$ cat config.mk
export PLATFORM = sky130hd
export DESIGN_NAME = unique_key_dedup_filter_flat
export DESIGN_NICKNAME = d
export VERILOG_FILES = /design/src/rtl/ukdf_pkg.sv /design/src/rtl/ukdf_if.sv /design/src/rtl/ukdf_ctrl.sv /design/src/rtl/ukdf_dpath.sv /design/src/rtl/unique_key_dedup_filter.sv /design/src/flat_wrapper.sv
export SDC_FILE = /design/constraint.sdc
export NUM_CORES = 2
export LEC_CHECK = 0
export BUFFER_PORTS_ARGS = -buffer_cell sky130_fd_sc_hd__buf_2
export CAP_MARGIN = 20
export CELL_PAD_IN_SITES_DETAIL_PLACEMENT = 0
export CELL_PAD_IN_SITES_GLOBAL_PLACEMENT = 1
export CORE_MARGIN = 5
export CORE_UTILIZATION = 51
export CTS_CLUSTER_DIAMETER = 40
export DETAILED_ROUTE_END_ITERATION = 6
export PLACE_DENSITY = 0.72
export SYNTH_ARGS = -nofsm -noshare
export SYNTH_HDL_FRONTEND = slang
export SYNTH_SLANG_ARGS = --single-unit
$ cat constraint.sdc
create_clock -name clock -period 3.95 [get_ports clock]
set_input_delay 0.79 -clock clock [delete_from_list [all_inputs] [get_ports clock]]
set_output_delay 0.79 -clock clock [all_outputs]
set_load 0.005 [all_outputs]
$ cat src/rtl/ukdf_pkg.sv
// ----------------------------------------------------------------------------
// ukdf_pkg
// Shared constants and controller/datapath signal groups for the duplicate
// key filter.
// ----------------------------------------------------------------------------
`default_nettype none

package ukdf_pkg;

   localparam int TABLE_DEPTH = 64;
   localparam int ADDR_W      = $clog2(TABLE_DEPTH);
   localparam int CNT_W       = $clog2(TABLE_DEPTH + 1);
   localparam int HALF_W      = 16;
   localparam int KEY_W       = 2 * HALF_W;

   localparam logic ACT_CHECK = 1'b0;
   localparam logic ACT_CLEAR = 1'b1;

   typedef struct packed {
      logic load;     // capture an accepted beat
      logic scan;     // walk the occupied slots
      logic finish;   // commit and load the result register
   } ukdf_cmd_type;

   typedef struct packed {
      logic scan_done;
      logic out_free;
   } ukdf_status_type;

endpackage

`default_nettype wire

$ cat src/rtl/ukdf_if.sv
// ----------------------------------------------------------------------------
// ukdf_if
// Valid/ready channels for the filter's request and response beats.
// ----------------------------------------------------------------------------
`default_nettype none

interface ukdf_req_if;
   logic        valid;
   logic        ready;
   logic        action;
   logic [15:0] category_id;
   logic [15:0] item_id;

   modport source (output valid, action, category_id, item_id, input ready);
   modport sink   (input valid, action, category_id, item_id, output ready);
endinterface

interface ukdf_rsp_if;
   logic valid;
   logic ready;
   logic is_new;
   logic was_stored;
   logic table_full;

   modport source (output valid, is_new, was_stored, table_full, input ready);
   modport sink   (input valid, is_new, was_stored, table_full, output ready);
endinterface

`default_nettype wire

$ cat src/rtl/ukdf_ctrl.sv
// ----------------------------------------------------------------------------
// ukdf_ctrl
// Sequencer: takes a request beat, runs the table scan, then commits the
// result once the response register can take it.
// ----------------------------------------------------------------------------
`default_nettype none

module ukdf_ctrl
   import ukdf_pkg::*;
(
   input  wire logic            clock,
   input  wire logic            reset,
   input  wire logic            req_valid,
   output      logic            req_ready,
   input  wire ukdf_status_type status,
   output      ukdf_cmd_type    cmd
);

   typedef enum logic [2:0] {
      ST_IDLE   = 3'b001,
      ST_SCAN   = 3'b010,
      ST_RESULT = 3'b100
   } ctrl_state_type;

   ctrl_state_type state_ff;
   ctrl_state_type state_in;

   always_comb begin
      state_in   = state_ff;
      req_ready  = 1'b0;
      cmd.load   = 1'b0;
      cmd.scan   = 1'b0;
      cmd.finish = 1'b0;
      case (state_ff)
         ST_IDLE: begin
            req_ready = 1'b1;
            if (req_valid) begin
               cmd.load = 1'b1;
               state_in = ST_SCAN;
            end
         end
         ST_SCAN: begin
            cmd.scan = 1'b1;
            if (status.scan_done) begin
               state_in = ST_RESULT;
            end
         end
         ST_RESULT: begin
            if (status.out_free) begin
               cmd.finish = 1'b1;
               state_in   = ST_IDLE;
            end
         end
         default: begin
            state_in = ST_IDLE;
         end
      endcase
   end

   always_ff @(posedge clock) begin
      if (reset) begin
         state_ff <= ST_IDLE;
      end else begin
         state_ff <= state_in;
      end
   end

endmodule

`default_nettype wire

$ cat src/rtl/ukdf_dpath.sv
// ----------------------------------------------------------------------------
// ukdf_dpath
// Key register, seen-key memory with fill count, scan compare and the
// response register.
// ----------------------------------------------------------------------------
`default_nettype none

module ukdf_dpath
   import ukdf_pkg::*;
(
   input  wire logic               clock,
   input  wire logic               reset,
   input  wire ukdf_cmd_type       cmd,
   output      ukdf_status_type    status,
   input  wire logic               req_action,
   input  wire logic [HALF_W-1:0]  req_category_id,
   input  wire logic [HALF_W-1:0]  req_item_id,
   output      logic               rsp_valid,
   input  wire logic               rsp_ready,
   output      logic               rsp_is_new,
   output      logic               rsp_was_stored,
   output      logic               rsp_table_full
);

   logic [KEY_W-1:0] mem [TABLE_DEPTH];

   logic             action_ff;
   logic [KEY_W-1:0] key_ff;
   logic [CNT_W-1:0] used_count_ff;
   logic [CNT_W-1:0] used_count_in;
   logic [CNT_W-1:0] idx_ff;
   logic [KEY_W-1:0] rd_data_ff;
   logic             rd_pend_ff;
   logic             hit_ff;
   logic             rsp_valid_ff;
   logic             is_new_ff;
   logic             was_stored_ff;
   logic             table_full_ff;

   logic skip;
   logic issue;
   logic has_room;
   logic do_store;
   logic match;

   assign skip     = (action_ff == ACT_CLEAR) || (key_ff == '0);
   assign issue    = cmd.scan && !skip && !hit_ff && (idx_ff != used_count_ff);
   assign match    = rd_pend_ff && (rd_data_ff == key_ff);
   assign has_room = used_count_ff < CNT_W'(TABLE_DEPTH);
   assign do_store = cmd.finish && !skip && !hit_ff && has_room;

   assign status.scan_done = !rd_pend_ff && (skip || hit_ff || (idx_ff == used_count_ff));
   assign status.out_free  = !rsp_valid_ff || rsp_ready;

   // clear only drops the fill count; slots past it are never read
   always_comb begin
      used_count_in = used_count_ff;
      if (cmd.finish && (action_ff == ACT_CLEAR)) begin
         used_count_in = '0;
      end else if (do_store) begin
         used_count_in = used_count_ff + CNT_W'(1);
      end
   end

   always_ff @(posedge clock) begin
      if (do_store) begin
         mem[used_count_ff[ADDR_W-1:0]] <= key_ff;
      end
      if (issue) begin
         rd_data_ff <= mem[idx_ff[ADDR_W-1:0]];
      end
   end

   always_ff @(posedge clock) begin
      if (cmd.load) begin
         action_ff <= req_action;
         key_ff    <= {req_category_id, req_item_id};
      end
      if (cmd.finish) begin
         is_new_ff     <= (action_ff != ACT_CLEAR) && ((key_ff == '0) || !hit_ff);
         was_stored_ff <= do_store;
         table_full_ff <= !skip && !hit_ff && !has_room;
      end
   end

   always_ff @(posedge clock) begin
      if (reset) begin
         used_count_ff <= '0;
         idx_ff        <= '0;
         rd_pend_ff    <= 1'b0;
         hit_ff        <= 1'b0;
         rsp_valid_ff  <= 1'b0;
      end else begin
         used_count_ff <= used_count_in;
         rd_pend_ff    <= issue;
         if (cmd.load) begin
            idx_ff <= '0;
            hit_ff <= 1'b0;
         end else begin
            if (issue) begin
               idx_ff <= idx_ff + CNT_W'(1);
            end
            if (match) begin
               hit_ff <= 1'b1;
            end
         end
         if (cmd.finish) begin
            rsp_valid_ff <= 1'b1;
         end else if (rsp_ready) begin
            rsp_valid_ff <= 1'b0;
         end
      end
   end

   assign rsp_valid      = rsp_valid_ff;
   assign rsp_is_new     = is_new_ff;
   assign rsp_was_stored = was_stored_ff;
   assign rsp_table_full = table_full_ff;

endmodule

`default_nettype wire

$ cat src/rtl/unique_key_dedup_filter.sv
// Timing: a check reads the occupied slots in order and compares each read-back key; a hit
//   ends the scan early, and a clear, a zero key or an empty table skips it.
// Throughput: one beat in flight; the scan reads one slot per cycle, and the next beat is
//   accepted only after the result of the last one has been committed to the response register.
// Reset: synchronous, empties the table (fill count to zero), no clearing pass.
// ----------------------------------------------------------------------------
// unique_key_dedup_filter
// Flags each category/item key as new until it is stored (a zero key always is); keeps the
// seen keys in an append-only table with a clear action.
// ----------------------------------------------------------------------------
`default_nettype none

module unique_key_dedup_filter
   import ukdf_pkg::*;
(
   input  wire logic   clock,
   input  wire logic   reset,
   ukdf_req_if.sink    req,
   ukdf_rsp_if.source  rsp
);

   ukdf_cmd_type    cmd;
   ukdf_status_type status;

   ukdf_ctrl u_ctrl (
      .clock     (clock),
      .reset     (reset),
      .req_valid (req.valid),
      .req_ready (req.ready),
      .status    (status),
      .cmd       (cmd)
   );

   ukdf_dpath u_dpath (
      .clock           (clock),
      .reset           (reset),
      .cmd             (cmd),
      .status          (status),
      .req_action      (req.action),
      .req_category_id (req.category_id),
      .req_item_id     (req.item_id),
      .rsp_valid       (rsp.valid),
      .rsp_ready       (rsp.ready),
      .rsp_is_new      (rsp.is_new),
      .rsp_was_stored  (rsp.was_stored),
      .rsp_table_full  (rsp.table_full)
   );

endmodule

`default_nettype wire

$ cat src/flat_wrapper.sv
// flat-port wrapper written by rule: the top's interface ports become plain ports
module unique_key_dedup_filter_flat import ukdf_pkg::*;
  (clock, reset, req_valid, req_action, req_category_id, req_item_id, req_ready, rsp_valid, rsp_is_new, rsp_was_stored, rsp_table_full, rsp_ready);
  ukdf_req_if req_i ();
  ukdf_rsp_if rsp_i ();
  input  wire logic clock;
  input  wire logic reset;
  input wire logic [$bits(req_i.valid)-1:0] req_valid;
  input wire logic [$bits(req_i.action)-1:0] req_action;
  input wire logic [$bits(req_i.category_id)-1:0] req_category_id;
  input wire logic [$bits(req_i.item_id)-1:0] req_item_id;
  output wire logic [$bits(req_i.ready)-1:0] req_ready;
  output wire logic [$bits(rsp_i.valid)-1:0] rsp_valid;
  output wire logic [$bits(rsp_i.is_new)-1:0] rsp_is_new;
  output wire logic [$bits(rsp_i.was_stored)-1:0] rsp_was_stored;
  output wire logic [$bits(rsp_i.table_full)-1:0] rsp_table_full;
  input wire logic [$bits(rsp_i.ready)-1:0] rsp_ready;
  assign req_i.valid = req_valid;
  assign req_i.action = req_action;
  assign req_i.category_id = req_category_id;
  assign req_i.item_id = req_item_id;
  assign req_ready = req_i.ready;
  assign rsp_valid = rsp_i.valid;
  assign rsp_is_new = rsp_i.is_new;
  assign rsp_was_stored = rsp_i.was_stored;
  assign rsp_table_full = rsp_i.table_full;
  assign rsp_i.ready = rsp_ready;
  unique_key_dedup_filter u_core (.clock(clock), .reset(reset), .req(req_i), .rsp(rsp_i));
endmodule
==> metrics.cfg <==
[run_status]
status=finished with violations
violations=setup timing

[sta]
hold_viol_final=0
setup_viol=1
slew_headroom=0.2491
rsz0062_at_grt=no
worstMarginPinSlew_ns=1.124
fin_ws_ns=-0.005249
fmax_mhz=252.8
fin_crit_ns=3.955
fin_crit_sh=1.001
skew_ns=0.05291
slew_violations=0

[synth]
synth_edf_count=2116
yosysWarnings=0
synth_area_per_cell_um2=21.86
muxShareOfSynthArea=0.1411
synthFlopType=edfxtp_1
synth_xor_xnor_area_share=0.004397
ys_seq_area_frac=0.7830
synth_fa_ha_area_frac=0.0003064
netlist_instances=3735
syn-cell-area_mm2=0.08166
yosys.area_share.simple=0.02019
ys_ff_latch=2136
synth_area_leaders=edfxtp_1 78%, mux4_2 12%, mux2i_1 1.6%, a22oi_1 0.66%, o22ai_1 0.51%
synth_top_cell_area_share=0.7781
synth_top_cell_by_area=edfxtp_1
synth_top_family_by_area=multiplexers
async_reset_ff_frac=0
ys_types=67
synth_compound_area_frac=0.03532
synthesis.nets=3774

[layout]
final_common_cell=edfxtp_1
final_cell_mix=2,116 x edfxtp_1, 447 x mux4_2, 239 x clkbuf_16
final_cells=6369
nFillCells=11064
drive_gt1_frac=0.2913
syn2layout_area_growth_pct=16.29
final_util=0.5982
final_nets=4127

[placement]
dp_slack_ns=0.1016
portBuffers=41
dp.cells=5920
hpwl_mm=134.9
gp_congestion=0.8305

[clocking]
cts_max_path_buffers=3
clk_pin_slew_ns=0.06
ctsHtreeMaxLevel=4
cts_sinks=2136
cts_buffers=238
cts_root_buf=clkbuf_16
clock_latency_ns=0.86
cts_tree=built

[global_route]
grt_use_total=0.2717
busiest_layer=met2
antenna_found_initial=12
grt_pass1_vias=41395
grt.overflow.total=0
grt_start_max_net_pins=66
grtUsageMet1=0.3798
grt_pass1_wl_mm=320.4
met2_usage=0.4342
gr-usage-met3=0.05802

[setup_path]
timing.rr.start=u_core.u_dpath.idx_ff[2]
worstReg2RegEnd=u_core.u_dpath.rd_data_ff[25]
end_kind=register
critical_path.top_delay_family=compound AO/OA/AOI/OAI gates
reg2reg_slack_ns=-0.005
max_stage_delay_ns=0.87
startpoint_type=register
worstPathArrival_ns=4.45
crit_buf_inv=2
critPathKind=register to register
crit_chain=buf_4 > and2_4 > buf_4 > a22oi_1 > nand3_1 > o21ai_0 > a211oi_1
cp.depth=7
path_max_fanout=33
r2r_cells=7
worst_path_most_repeated_cell=buf_4
critPathSlowestCell=a211oi_1
required_ns=4.45

[flow_run]
drv_cap=0

[floorplanning]
die_w_um=410.2
chipHeight_um=410.2
ios=42
die-area_mm2=0.1682
coreArea_mm2=0.1587
core.rowCount=146
start_util=0.5144

[drt]
wl_per_cell_um=35.84
postRouteAntennaNets=0
num_vias=41699
drcViolationCount=0
dr.pass1.iters=5
drt-total-wl_mm=228.3
drt_iter0_markers=6084
via_per_inst=6.547

[power_and_ir_drop]
power.leakage_nw=28.95
power.density_mw_per_mm2=507.0
ir_worst_vdd_v=0.0005402
fin_total_pwr_mw=48.15

[worst_hold_path]
hold_depth=1
whs_endpoint=u_core.u_dpath.key_ff[10]
hp-class=input port to register
hold_start=req_item_id[10]

-- cells by family (layout without fill, tap and decap cells) --
group | count (synthesis) | count (layout)
xor+xnor | 41 | 41
other cells | 0 | 2
flops | 2136 | 2136
fa+ha+maj | 2 | 2
compound gates | 402 | 402
mux | 591 | 591
buf+inv | 227 | 787
simple gates | 336 | 336
-- state kept, by name, summed over array words and instances, names as in the netlist --
register and cells:
u_core.u_dpath.rd_data_ff 32, u_core.u_dpath.rsp_valid 1, u_core.u_dpath.mem 2048, u_core.u_dpath.rsp_table_full 1, u_core.u_dpath.key_ff 32, u_core.u_dpath.rd_pend_ff 1, u_core.u_dpath.hit_ff 1, u_core.u_dpath.action_ff 1
u_core.u_dpath.idx_ff 7, u_core.u_dpath.rsp_was_stored 1, u_core.u_dpath.rsp_is_new 1, u_core.u_dpath.used_count_ff 7, u_core.u_ctrl.state_ff 3
-- where the power goes --
group,internal (mW),switching (mW),leakage [nW]
sequential,25.0,0.0150,19.2
clock,13.2,9.28,3.88
combinational,0.0685,0.600,5.88
total,38.3,9.90,29.0
-- timing repair --
item                                    4_1_cts  5_1_grt
buffers inserted                              0        0
resized for setup                             0        1
hold buffers                                  0        0
endpoints found under the setup margin        0        1
-- metal layers --
| layer | vias to the layer above | part of all wire |
|---|---|---|
| li1 | 16602 | - |
| met2 | 2432 | 0.48 |
| met4 | 2 | 0.034 |
| met3 | 362 | 0.099 |
| met1 | 22301 | 0.38 |
| met5 | - | 0.000057 |
-- cell type report --
class / instances / area [µm²] / area share
well taps: 2072 / 2592 / 0.02730
flip-flops and latches: 2136 / 63960 / 0.6735
clock inverters: 170 / 1928 / 0.02030
repair buffers: 329 / 3343 / 0.03520
inverters: 11 / 41.29 / 0.0004348
clock buffers: 277 / 6143 / 0.06469
multi-input cells: 1372 / 16950 / 0.1785
diodes: 2 / 5.005 / 0.00005270
-- through the flow --
step                       TNS (ns)  instance area, µm²  hold WS [ns]
after floorplan             -145.24               81660        0.4509
after global placement            0               86850        0.4684
after detailed placement          0               86890        0.4858
after CTS                         0               94960       0.05586
after global routing              0               94960       0.07324
final                     -0.005249               94970        0.1113
-- synthesized netlist by cell type (all sizes together), types with 18 or more instances --
library cell,n
edfxtp,2116
mux4,447
buf,148
mux2i,133
nor2,107
nand2,83
a22oi,72
clkbuf,68
o22ai,67
a21oi,60
a211oi,53
xnor2,30
a2111oi,26
nor2b,25
nand3,22
dfxtp,20
a22o,19
a211o,18
nor3,18
-- worst max-delay path by stage --
stage / startpoint / end / slack (ns)
finish: u_core.u_dpath.idx_ff[2] / u_core.u_dpath.rd_data_ff[25] / -0.005
global route: u_core.u_dpath.idx_ff[2] / u_core.u_dpath.rd_data_ff[25] / 0.17
CTS: u_core.u_dpath.idx_ff[0] / u_core.u_dpath.rd_data_ff[9] / 0.09
detailed placement: rsp_ready / u_core.u_dpath.mem[18][29] / 0.10
global placement: u_core.u_dpath.idx_ff[0] / u_core.u_dpath.rd_data_ff[9] / 0.07
floorplan: u_core.u_dpath.key_ff[25] / u_core.u_dpath.mem[58][0] / -0.13
Note: power is estimated with default switching activity, not from simulation.
